<file path="src/design/srat_pkg.sv">
package srat_pkg;

    localparam logic [1:0] KIND_GRANT = 2'd0;
    localparam logic [1:0] KIND_CHK_RD = 2'd1;
    localparam logic [1:0] KIND_CHK_WR = 2'd2;
    localparam logic [1:0] KIND_READ = 2'd3;

    localparam logic [1:0] ST_OK = 2'd0;
    localparam logic [1:0] ST_DENIED = 2'd1;
    localparam logic [1:0] ST_FULL = 2'd2;
    localparam logic [1:0] ST_EMPTY = 2'd3;

    localparam logic [15:0] DEV_MASK = 16'hffe0;

    // controller to datapath
    typedef struct packed {
        logic load;      // capture the item
        logic clr_scan;  // reset slot pointer and counters
        logic scan_cnt;  // count pass step
        logic scan_mod;  // modify pass step
        logic place;     // place one tail or the new entry
        logic chk_step;  // one check pass step
        logic chk_adv;   // advance check sector
        logic rd_slot;   // latch read result
        logic set_full;
        logic set_deny;
    } srat_cmd_t;

    // datapath to controller
    typedef struct packed {
        logic       zero_cnt;
        logic [1:0] kind;
        logic       last_slot;
        logic       room_ok;
        logic       place_more;
        logic       chk_done;
        logic       chk_hit;
        logic       chk_over;
    } srat_sts_t;

endpackage

</file>
<file path="src/design/sector_range_access_table.sv">
// Channel | Handshake         | Payload
// input   | s_valid / s_ready | s_kind, s_device, s_start_sector, s_sector_count,
//         |                   | s_mode, s_entry_index
// result  | m_valid / m_ready | m_status, m_entry_device, m_entry_start,
//         |                   | m_entry_count, m_entry_mode
//
// One item at a time. Read slot and zero-count items go from dispatch straight to the result.
// A grant runs a count pass, then a modify pass, over the slot table through one pointer,
// then places the split tails and the new entry; a full table is flagged after the count
// pass, before any slot changes.
// A check walks the whole slot table once for each covering entry it steps through.
// Reset (aresetn low, synchronous) empties the table at once via valid bits.
// A stalled result holds; a new item is taken in the cycle the result leaves.
module sector_range_access_table #(
    parameter int MAX_ENTRIES = 16,
    parameter int SECTOR_BITS = 32
) (
    input  logic        aclk,
    input  logic        aresetn,
    input  logic        s_valid,
    output logic        s_ready,
    input  logic [1:0]  s_kind,
    input  logic [15:0] s_device,
    input  logic [31:0] s_start_sector,
    input  logic [31:0] s_sector_count,
    input  logic [1:0]  s_mode,
    input  logic [3:0]  s_entry_index,
    output logic        m_valid,
    input  logic        m_ready,
    output logic [1:0]  m_status,
    output logic [15:0] m_entry_device,
    output logic [31:0] m_entry_start,
    output logic [31:0] m_entry_count,
    output logic [1:0]  m_entry_mode
);
    srat_pkg::srat_cmd_t cmd;
    srat_pkg::srat_sts_t sts;

    // sequencer
    srat_ctrl u_ctrl (
        .aclk(aclk), .aresetn(aresetn),
        .s_valid(s_valid), .s_ready(s_ready),
        .m_valid(m_valid), .m_ready(m_ready),
        .cmd(cmd), .sts(sts)
    );

    // slot table, item registers and result registers
    srat_datapath #(.MAX_ENTRIES(MAX_ENTRIES), .SECTOR_BITS(SECTOR_BITS)) u_dp (
        .aclk(aclk), .aresetn(aresetn), .cmd(cmd), .sts(sts),
        .s_kind(s_kind), .s_device(s_device), .s_start_sector(s_start_sector),
        .s_sector_count(s_sector_count), .s_mode(s_mode),
        .s_entry_index(s_entry_index),
        .r_status(m_status), .r_device(m_entry_device), .r_start(m_entry_start),
        .r_count(m_entry_count), .r_mode(m_entry_mode)
    );
endmodule

</file>
<file path="src/design/srat_datapath.sv">
module srat_datapath #(
    parameter int MAX_ENTRIES = 16,
    parameter int SECTOR_BITS = 32
) (
    input  logic               aclk,
    input  logic               aresetn,
    input  srat_pkg::srat_cmd_t cmd,
    output srat_pkg::srat_sts_t sts,
    input  logic [1:0]         s_kind,
    input  logic [15:0]        s_device,
    input  logic [31:0]        s_start_sector,
    input  logic [31:0]        s_sector_count,
    input  logic [1:0]         s_mode,
    input  logic [3:0]         s_entry_index,
    output logic [1:0]         r_status,
    output logic [15:0]        r_device,
    output logic [31:0]        r_start,
    output logic [31:0]        r_count,
    output logic [1:0]         r_mode
);
    localparam int IW = (MAX_ENTRIES > 1) ? $clog2(MAX_ENTRIES) : 1;
    localparam int CW = $clog2(MAX_ENTRIES + 1);
    localparam int SB = SECTOR_BITS;
    localparam int EW = SECTOR_BITS + 1;
    localparam logic [15:0] DEV_MASK_L = srat_pkg::DEV_MASK;

    // starts are one bit wider: a trimmed front or a split tail may begin past the top
    logic [MAX_ENTRIES-1:0] valid_reg;
    logic [15:0]   dev_mem [MAX_ENTRIES];
    logic [EW-1:0] st_mem  [MAX_ENTRIES];
    logic [SB-1:0] cn_mem  [MAX_ENTRIES];
    logic [1:0]    md_mem  [MAX_ENTRIES];
    logic [EW-1:0] tl_st [MAX_ENTRIES];
    logic [SB-1:0] tl_cn [MAX_ENTRIES];
    logic [1:0]    tl_md [MAX_ENTRIES];

    logic [1:0]    kind_reg;
    logic [15:0]   dev_reg;
    logic [SB-1:0] ks_reg, cnt_reg;
    logic [1:0]    mode_reg;
    logic [3:0]    idx_reg;
    logic [IW-1:0] ptr_reg;
    logic [CW-1:0] free_reg, freed_reg, split_reg, nt_reg, pl_reg;
    logic          new_done_reg;
    logic [EW-1:0] sect_reg;
    logic [CW-1:0] steps_reg;
    logic          hit_reg;
    logic [EW-1:0] hend_reg;

    logic [SB-1:0] ks_in, cn_in;
    assign ks_in = SB'(s_start_sector);
    assign cn_in = SB'(s_sector_count);

    logic [EW-1:0] ke;
    assign ke = {1'b0, ks_reg} + {1'b0, cnt_reg};

    // current slot under the pointer
    logic [EW-1:0] cs;
    logic [SB-1:0] cc;
    logic [EW-1:0] ce;
    logic          cv, match, inside_r, split_r;
    assign cs = st_mem[ptr_reg];
    assign cc = cn_mem[ptr_reg];
    assign ce = cs + {1'b0, cc};
    assign cv = valid_reg[ptr_reg];
    assign match = cv && (cs < ke) && (ce > {1'b0, ks_reg})
        && ((dev_mem[ptr_reg] & DEV_MASK_L) == (dev_reg & DEV_MASK_L));
    assign inside_r = (cs >= {1'b0, ks_reg}) && (ce <= ke);
    assign split_r = (cs < {1'b0, ks_reg}) && (ce > ke);

    // pointer wraps to slot 0 after the last slot
    logic          last_w;
    logic [IW-1:0] ptr_inc;
    assign last_w = (ptr_reg == IW'(MAX_ENTRIES - 1));
    assign ptr_inc = last_w ? '0 : ptr_reg + 1'b1;

    logic [IW-1:0] ridx;
    assign ridx = IW'(idx_reg);

    // lowest free slot, priority encoder
    logic [IW-1:0] lf;
    logic          lf_ok;
    always_comb begin
        lf = '0;
        lf_ok = 1'b0;
        for (int i = MAX_ENTRIES - 1; i >= 0; i--) begin
            if (!valid_reg[i]) begin
                lf = IW'(i);
                lf_ok = 1'b1;
            end
        end
    end

    // check hit at pointer
    logic chit;
    assign chit = cv && ((dev_mem[ptr_reg] & DEV_MASK_L) == (dev_reg & DEV_MASK_L))
        && ((md_mem[ptr_reg] & (kind_reg == srat_pkg::KIND_CHK_RD ? 2'b01 : 2'b10)) != 2'b00)
        && (sect_reg >= cs) && (sect_reg < ce);

    logic [CW-1:0] need, have;
    assign need = split_reg + CW'(mode_reg != 2'b00);
    assign have = free_reg + freed_reg;

    assign sts.zero_cnt = (cnt_reg == '0);
    assign sts.kind = kind_reg;
    assign sts.last_slot = last_w;
    assign sts.room_ok = ({1'b0, need} <= {1'b0, have});
    assign sts.place_more = (pl_reg < nt_reg) || (mode_reg != 2'b00 && !new_done_reg);
    assign sts.chk_done = (sect_reg >= ke);
    assign sts.chk_hit = hit_reg;
    assign sts.chk_over = (steps_reg > CW'(MAX_ENTRIES));

    always_ff @(posedge aclk) begin
        if (!aresetn) begin
            valid_reg <= '0;
        end else begin
            if (cmd.scan_mod && match && inside_r) begin
                valid_reg[ptr_reg] <= 1'b0;
            end
            if (cmd.place && lf_ok) begin
                valid_reg[lf] <= 1'b1;
            end
        end
    end

    always_ff @(posedge aclk) begin
        if (cmd.load) begin
            kind_reg <= s_kind;
            dev_reg <= s_device;
            ks_reg <= ks_in;
            cnt_reg <= cn_in;
            mode_reg <= s_mode;
            idx_reg <= s_entry_index;
            sect_reg <= {1'b0, ks_in};
            r_status <= srat_pkg::ST_OK;
            r_device <= '0;
            r_start <= '0;
            r_count <= '0;
            r_mode <= '0;
        end
        if (cmd.clr_scan) begin
            ptr_reg <= '0;
            free_reg <= '0;
            freed_reg <= '0;
            split_reg <= '0;
            nt_reg <= '0;
            pl_reg <= '0;
            new_done_reg <= 1'b0;
            steps_reg <= '0;
            hit_reg <= 1'b0;
        end
        if (cmd.scan_cnt) begin
            ptr_reg <= ptr_inc;
            if (!cv) free_reg <= free_reg + 1'b1;
            else if (match && inside_r) freed_reg <= freed_reg + 1'b1;
            else if (match && split_r) split_reg <= split_reg + 1'b1;
        end
        if (cmd.scan_mod) begin
            ptr_reg <= ptr_inc;
            if (match && !inside_r) begin
                if (ce <= ke) begin
                    cn_mem[ptr_reg] <= SB'({1'b0, ks_reg} - cs);
                end else if (cs >= {1'b0, ks_reg}) begin
                    st_mem[ptr_reg] <= ke;
                    cn_mem[ptr_reg] <= SB'(ce - ke);
                end else begin
                    tl_st[nt_reg[IW-1:0]] <= ke;
                    tl_cn[nt_reg[IW-1:0]] <= SB'(ce - ke);
                    tl_md[nt_reg[IW-1:0]] <= md_mem[ptr_reg];
                    nt_reg <= nt_reg + 1'b1;
                    cn_mem[ptr_reg] <= SB'({1'b0, ks_reg} - cs);
                end
            end
        end
        if (cmd.place) begin
            if (pl_reg < nt_reg) begin
                dev_mem[lf] <= dev_reg & DEV_MASK_L;
                st_mem[lf] <= tl_st[pl_reg[IW-1:0]];
                cn_mem[lf] <= tl_cn[pl_reg[IW-1:0]];
                md_mem[lf] <= tl_md[pl_reg[IW-1:0]];
                pl_reg <= pl_reg + 1'b1;
            end else begin
                dev_mem[lf] <= dev_reg;
                st_mem[lf] <= {1'b0, ks_reg};
                cn_mem[lf] <= cnt_reg;
                md_mem[lf] <= mode_reg;
                new_done_reg <= 1'b1;
            end
        end
        if (cmd.chk_step) begin
            ptr_reg <= ptr_inc;
            if (chit && !hit_reg) begin
                hit_reg <= 1'b1;
                hend_reg <= ce;
            end
        end
        if (cmd.chk_adv) begin
            sect_reg <= hend_reg;
            steps_reg <= steps_reg + 1'b1;
            ptr_reg <= '0;
            hit_reg <= 1'b0;
        end
        if (cmd.set_full) r_status <= srat_pkg::ST_FULL;
        if (cmd.set_deny) r_status <= srat_pkg::ST_DENIED;
        if (cmd.rd_slot) begin
            if ({28'd0, idx_reg} >= 32'(MAX_ENTRIES) || !valid_reg[ridx]) begin
                r_status <= srat_pkg::ST_EMPTY;
            end else begin
                r_device <= dev_mem[ridx];
                r_start <= 32'(st_mem[ridx]);
                r_count <= 32'(cn_mem[ridx]);
                r_mode <= md_mem[ridx];
            end
        end
    end
endmodule

</file>
<file path="src/design/srat_ctrl.sv">
module srat_ctrl (
    input  logic                aclk,
    input  logic                aresetn,
    input  logic                s_valid,
    output logic                s_ready,
    output logic                m_valid,
    input  logic                m_ready,
    output srat_pkg::srat_cmd_t cmd,
    input  srat_pkg::srat_sts_t sts
);
    localparam logic [2:0] S_IDLE = 3'd0;
    localparam logic [2:0] S_DISP = 3'd1;
    localparam logic [2:0] S_CNT  = 3'd2;
    localparam logic [2:0] S_MOD  = 3'd3;
    localparam logic [2:0] S_PLC  = 3'd4;
    localparam logic [2:0] S_CHK  = 3'd5;
    localparam logic [2:0] S_OUT  = 3'd6;

    logic [2:0] state_reg, state_next;
    logic       busy;
    logic       chk_eval_reg;

    // one item at a time; the next is taken as the finished one leaves
    assign busy = (state_reg != S_IDLE) && !(state_reg == S_OUT && m_ready);
    assign s_ready = !busy;
    assign m_valid = (state_reg == S_OUT);

    always_comb begin
        cmd = '0;
        state_next = state_reg;
        cmd.load = s_valid && s_ready;
        case (state_reg)
            S_IDLE, S_OUT: begin
                if (s_valid && s_ready) begin
                    state_next = S_DISP;
                end else if (state_reg == S_OUT && m_ready) begin
                    state_next = S_IDLE;
                end
            end
            S_DISP: begin
                cmd.clr_scan = 1'b1;
                if (sts.kind == srat_pkg::KIND_READ) begin
                    cmd.rd_slot = 1'b1;
                    state_next = S_OUT;
                end else if (sts.zero_cnt) begin
                    state_next = S_OUT;
                end else if (sts.kind == srat_pkg::KIND_GRANT) begin
                    state_next = S_CNT;
                end else begin
                    state_next = S_CHK;
                end
            end
            S_CNT: begin
                cmd.scan_cnt = 1'b1;
                if (sts.last_slot) state_next = S_MOD;
            end
            S_MOD: begin
                if (!sts.room_ok) begin
                    cmd.set_full = 1'b1;
                    state_next = S_OUT;
                end else begin
                    cmd.scan_mod = 1'b1;
                    if (sts.last_slot) state_next = S_PLC;
                end
            end
            S_PLC: begin
                if (sts.place_more) cmd.place = 1'b1;
                else state_next = S_OUT;
            end
            S_CHK: begin
                if (sts.chk_done) begin
                    state_next = S_OUT;
                end else begin
                    cmd.chk_step = 1'b1;
                    if (sts.last_slot) begin
                        cmd.chk_step = 1'b0;
                        state_next = S_CHK;
                    end
                end
                if (!sts.chk_done && sts.last_slot) begin
                    cmd.chk_step = 1'b1;
                    // scan ends this cycle; hit is seen next cycle via S_DISP-free path
                end
            end
            default: state_next = S_IDLE;
        endcase
        // check round ends: evaluate on the cycle after the last slot
        if (state_reg == S_CHK && chk_eval_reg) begin
            cmd.chk_step = 1'b0;
            if (!sts.chk_hit || sts.chk_over) begin
                cmd.set_deny = 1'b1;
                state_next = S_OUT;
            end else begin
                cmd.chk_adv = 1'b1;
                state_next = S_CHK;
            end
        end
    end

    always_ff @(posedge aclk) begin
        if (!aresetn) begin
            state_reg <= S_IDLE;
            chk_eval_reg <= 1'b0;
        end else begin
            state_reg <= state_next;
            chk_eval_reg <= (state_reg == S_CHK) && !chk_eval_reg && !sts.chk_done
                && sts.last_slot;
        end
    end
endmodule

</file>
<file path="config.mk">
export PLATFORM = sky130hd
export DESIGN_NAME = sector_range_access_table
export DESIGN_NICKNAME = d
export VERILOG_FILES = /design/src/design/srat_pkg.sv /design/src/design/sector_range_access_table.sv /design/src/design/srat_datapath.sv /design/src/design/srat_ctrl.sv
export SDC_FILE = /design/constraint.sdc
export NUM_CORES = 2
export LEC_CHECK = 0
export BUFFER_PORTS_ARGS = -buffer_cell sky130_fd_sc_hd__buf_2
export CORE_MARGIN = 4
export CORE_UTILIZATION = 30
export DETAILED_ROUTE_END_ITERATION = 8
export GPL_ROUTABILITY_DRIVEN = 0
export GPL_TIMING_DRIVEN = 0
export PLACE_DENSITY = 0.42
export SYNTH_ARGS = -nofsm -noshare
export SYNTH_HDL_FRONTEND = slang
export SYNTH_SLANG_ARGS = --single-unit
</file>
<file path="constraint.sdc">
create_clock -name aclk -period 14.8 [get_ports aclk]
set_clock_uncertainty 0.2 [all_clocks]
set_input_delay 2.22 -clock aclk [delete_from_list [all_inputs] [get_ports aclk]]
set_output_delay 2.22 -clock aclk [all_outputs]
set_load 0.01 [all_outputs]
</file>
* Word-level counts from Yosys, hierarchy flattened *
Memory sizes are Yosys's and may differ from the RTL's. A register that Yosys moved wholly into a read port is not among the register bits.
Cells that the tools add are included.

storage, ports and cells
  register bits = 294
  bits in writable memories = 2400
  input port bits = 92
  output and inout bits = 86
  logic and storage cells = 309
  memories kept = 7

cells by class
  add/subtract/negate cells = 13
  $lt $le $gt $ge = 17
  equality and inequality tests = 15
  muxes and demuxes = 172
  bitwise logic cells = 10
  reduce and logical (&&, ||, !) cells = 50

memory list
  memory        words  width  read ports  clocked after memory_dff  wr ports  RTL line             source
  u_dp.st_mem   16     33     2           2                         1         srat_datapath.sv:30  logic [EW-1:0] st_mem [MAX_ENTRIES];
  u_dp.tl_st    16     33     1           1                         1         srat_datapath.sv:33  logic [EW-1:0] tl_st [MAX_ENTRIES];
  u_dp.cn_mem   16     32     2           2                         1         srat_datapath.sv:31  logic [SB-1:0] cn_mem [MAX_ENTRIES];
  u_dp.tl_cn    16     32     1           1                         1         srat_datapath.sv:34  logic [SB-1:0] tl_cn [MAX_ENTRIES];
  u_dp.dev_mem  16     16     2           2                         1         srat_datapath.sv:29  logic [15:0] dev_mem [MAX_ENTRIES];
  u_dp.md_mem   16     2      2           2                         1         srat_datapath.sv:32  logic [1:0] md_mem [MAX_ENTRIES];
  +1 memories   -      -      -           -                         -         -

operator list
  cell                 count
  $mux 32              10
  $mux 4               35
  $mux 33              4
  $mux 16              7
  $mux 5               22
  $ge 33x33->1         2
  $lt 33x33->1         2
  $mux 1               65
  $sub 32x32->32       2
  $mux 3               12
  $add 32x32->33       1
  $add 33x32->33       1
  $ge 33x32->1         1
  $gt 33x32->1         1
  $gt 33x33->1         1
  $le 33x33->1         1
  $lt 33x32->1         1
  $reduce_or 33->1     1
  $logic_not 32->1     1
  $reduce_or 32->1     1
  $add 5x1->5 const B  6
  $logic_and 1x1->1    27
  $mux 2               12
  $pmux 3 s6           1
  other kinds (36)     60

* Depth between registers and ports, before layout *
  word-level depth = 22
  depth in mapped cells = 34
  gate-level depth less buffers = 28

* By module *
A second synthesis with hierarchy kept.

unflattened totals
  cell total of the unflattened synthesis = 9044
  area, all modules = 134205.0 um^2

modules (own cells, without submodules)
  module         instances  cells each  area an instance (um^2)  seq. area each (um^2)
  srat_datapath  1          8975        133689.5                 79626.4
  srat_ctrl      1          69          515.5                    80.1

* Worst setup path after synthesis *
Ideal clock, no wire load.

  path type = reg2reg
  start point = reg with a tool-made name
  end point = mem u_dp.tl_cn[7][0] (netlist name), enable pin
  library setup time = 574 ps
  data arrival time = 12880 ps
  data required time = 14026 ps
  slack = 1146 ps
  stages on the path, launching flop included = 31
  path buffers = 7
  clock period less this slack = 13654 ps
  cells stage by stage = dfxtp_1 > buf_6 > buf_2 > buf_2 > buf_2 > clkbuf_1 > clkbuf_1 > buf_1 > mux4_2 > mux4_2 > ha_1 > or4_1 > o22ai_1 > o221a_2 > a22oi_1 > a21oi_1 > o21bai_1 > a21o_1 > a21o_1 > xor2_1 > ha_1 > and3_1 > nor3_1 > o31a_1 > o21ai_0 > o31ai_1 > a41oi_1 > inv_1 > nor4_1 > nand2_1 > nor3_1

RTL lines
  item       RTL line
  to (decl)  srat_datapath.sv:34

==> results.json <==
{
  "h-tree-depth": 5,
  "cts.sink_count": 2702,
  "grt_first_pass_wirelength_um": 643000,
  "max_freq_mhz": 68.1,
  "drt_drc_violations_left": 0,
  "crit_required_ns": 15.23,
  "fill_count": 38200,
  "rsz0062_at_grt": "false",
  "hold-path-cell-count": 2,
  "start_util": 0.301,
  "maxCapViolCount": 0,
  "cpMaxStageDelayCell": "o22ai_1",
  "core.rowCount": 235,
  "area_growth_pct": 18.9,
  "final_min_period_over_clock_period": 0.992,
  "time_the_final_worst_path_needs_with_i_o_delays_and_setup_ns": 14.68,
  "final_routed_wirelength_across_all_metal_layers_um": 477000,
  "regToRegSetupSlack_ns": 0.12,
  "worst_setup_path_end_kind": "flip-flop",
  "worst-path-max-fanout": 12,
  "start_kind": "flip-flop",
  "detailedRoute.firstPassIterationCount": 8,
  "destination_of_the_worst_hold_path": "u_dp.r_device[8]",
  "synth.yosys.seq_area_share": 0.647,
  "synth-seq-cells": 2702,
  "ws_path_type": "reg -> reg",
  "die_y_extent_um": 649,
  "netlist-cell-type-count": 79,
  "async_flop_share": 0,
  "final-setup-viol-count": 0,
  "die_width_um": 649,
  "grt_util_all_layers": 0.221,
  "routed_antenna_nets": 0,
  "timing_max_transition_violations_final": 0,
  "final_cell_mix": "edfxtp_1 (2559), mux4_2 (1115), nand2_1 (414)",
  "post_detailed_route_wirelength_per_cell_um": 36.2,
  "syn_inst": 6735,
  "finish.net_count": 7899,
  "worst-endpoint-arrival_ns": 15.11,
  "number_of_global_route_vias_before_repair": 74300,
  "yosys_warnings": 0,
  "syn_area_per_cell_sq_um": 18.3,
  "worst_stage_delay_on_the_critical_path_ns": 0.75,
  "timing.final.hold_violations": 0,
  "tritoncts": "done",
  "routed-via-count": 72700,
  "clkSlewWorstSetupHoldPaths_ns": 0.05,
  "max-clock-path-buffers": 4,
  "synth-edff-count": 2559,
  "avgViaCountPerCell": 5.52,
  "synthFlopType": "edfxtp_1",
  "synthesis.nets": 7182,
  "placeableCoreArea_sq_um": 410000,
  "setup_total_negative_slack_ns": 0,
  "hp-class": "reg -> reg",
  "r2r.worst_path.cells": 34,
  "number_of_port_buffers": 177,
  "root_buffer": "clkbuf_16",
  "fp.dieArea_sq_um": 421000,
  "clk-insertion-delay-late_ns": 0.97,
  "netlist_area_sq_um": 123000,
  "final_common_cell": "edfxtp_1",
  "timing.hold.worst.start": "u_dp.r_device[8]",
  "grt.overflow.total": 0,
  "grt_start_max_net_pins": 54,
  "io_pins": 178,
  "run_status": "completed",
  "detailed_place_hpwl_um": 345000,
  "cts_made_buffers": 322,
  "worstMarginPinSlew_ns": 1.47,
  "final_layout_size_suffix_gt1_frac": 0.289,
  "relSlewSlack": 0.0185,
  "rr_endpoint": "u_dp.st_mem[4][13]",
  "1st_iter_drt_viols": 7831,
  "antenna_found_initial": 37
}
[synthesized netlist by cell type, types with 30 or more instances]
cell type  count  share of area
mux2i_1       58         0.0047
nor2b_1       42         0.0021
dfxtp_1      143          0.023
a21o_1        92         0.0056
ha_1         350          0.036
nor2_1       169         0.0051
nand4_1       62         0.0031
edfxtp_1    2559           0.62
a22oi_1       57         0.0035
nand2b_1      32         0.0016
inv_1        196         0.0060
buf_1         89         0.0027
xor2_1        48         0.0034
o21ai_0      151         0.0061
o22ai_1       46         0.0023
mux4_2      1115           0.20
a31oi_1       38         0.0019
nand2_1      416          0.013
o21a_1        30         0.0018
xnor2_1       91         0.0065
nor3_1        51         0.0021
a21oi_1      181         0.0073
clkbuf_1     236         0.0072
and3_1        44         0.0022
nand3_1      140         0.0057
[per-layer routing]
layer	up-vias	track usage	share of wire
li1	29500	-	-
met1	39900	0.296	0.42
met2	2613	0.372	0.49
met3	650	0.0328	0.057
met4	8	0.0690	0.035
met5	-	0	0.00012
[what timing repair did]
action,4_1_cts,5_1_grt
buffers inserted,6,0
setup endpoints to repair,2358,78
hold buffers,0,0
pin swaps,3,0
hold endpoints to repair,0,0
resized for setup,28,1
[area by class of cell]
cell class	instances	area (sq um)	share of cell area
flip-flops and latches	2702	79700	0.544
multi-input cells	3493	42500	0.290
clock buffers	431	8810	0.0601
well taps	5451	6820	0.0465
repair buffers	394	4950	0.0338
clock inverters	150	1540	0.0105
plain buffers	340	1450	0.00989
inverters	199	757	0.00517
diodes	13	32.5	0.000222
[worst max-delay path by stage]
stage,end,depth (start not counted)
floorplan,u_dp.tl_cn[7][0],30
detailed placement,u_dp.tl_st[3][16],36
CTS,u_dp.st_mem[4][13],34
global placement,u_dp.tl_cn[11][15],30
global route,u_dp.tl_st[3][17],35
finish,u_dp.st_mem[4][13],34
[worst max-delay path, delay by kind of cell (launching register included)]
kind                       cells  cell delay (ns)
AOI/OAI and AO/OA             10             3.86
xor gates and xnor gates       1             0.55
and+or+nand+nor                8             2.62
DFF                            1             0.46
muxes                          2             1.08
adders and majority gates      2             0.77
buffers and inverters         11             4.73
[per-stage QoR]
step	hold WS, ns	setup WS [ns]	std cells	instance area [sq um]	util
floorplan	0.231	1.15	6735	123000	-
global placement	0.241	-12.65	12400	131000	0.320
detailed placement	0.242	-1.09	12600	136000	0.332
CTS	0.251	0.118	13200	146000	0.357
global route	0.266	0.0338	13200	147000	0.358
finish	0.248	0.120	13200	147000	0.358
[kinds of logic (layout without fill, tap and decap cells)]
logic type | after synthesis | in the layout | synth area share
muxes | 1196 | 1196 | 0.211
other | 0 | 13 | 0
AOI/OAI and AO/OA | 780 | 780 | 0.0413
xor gates and xnor gates | 139 | 139 | 0.00987
DFF | 2702 | 2702 | 0.647
adders and majority gates | 355 | 355 | 0.0363
and+or+nand+nor | 1023 | 1023 | 0.0385
buffers and inverters | 540 | 1514 | 0.0168
Power is left out: the tool's default activity adds up to more than one toggle a clock period on the data nets, which glitch-free logic cannot reach.
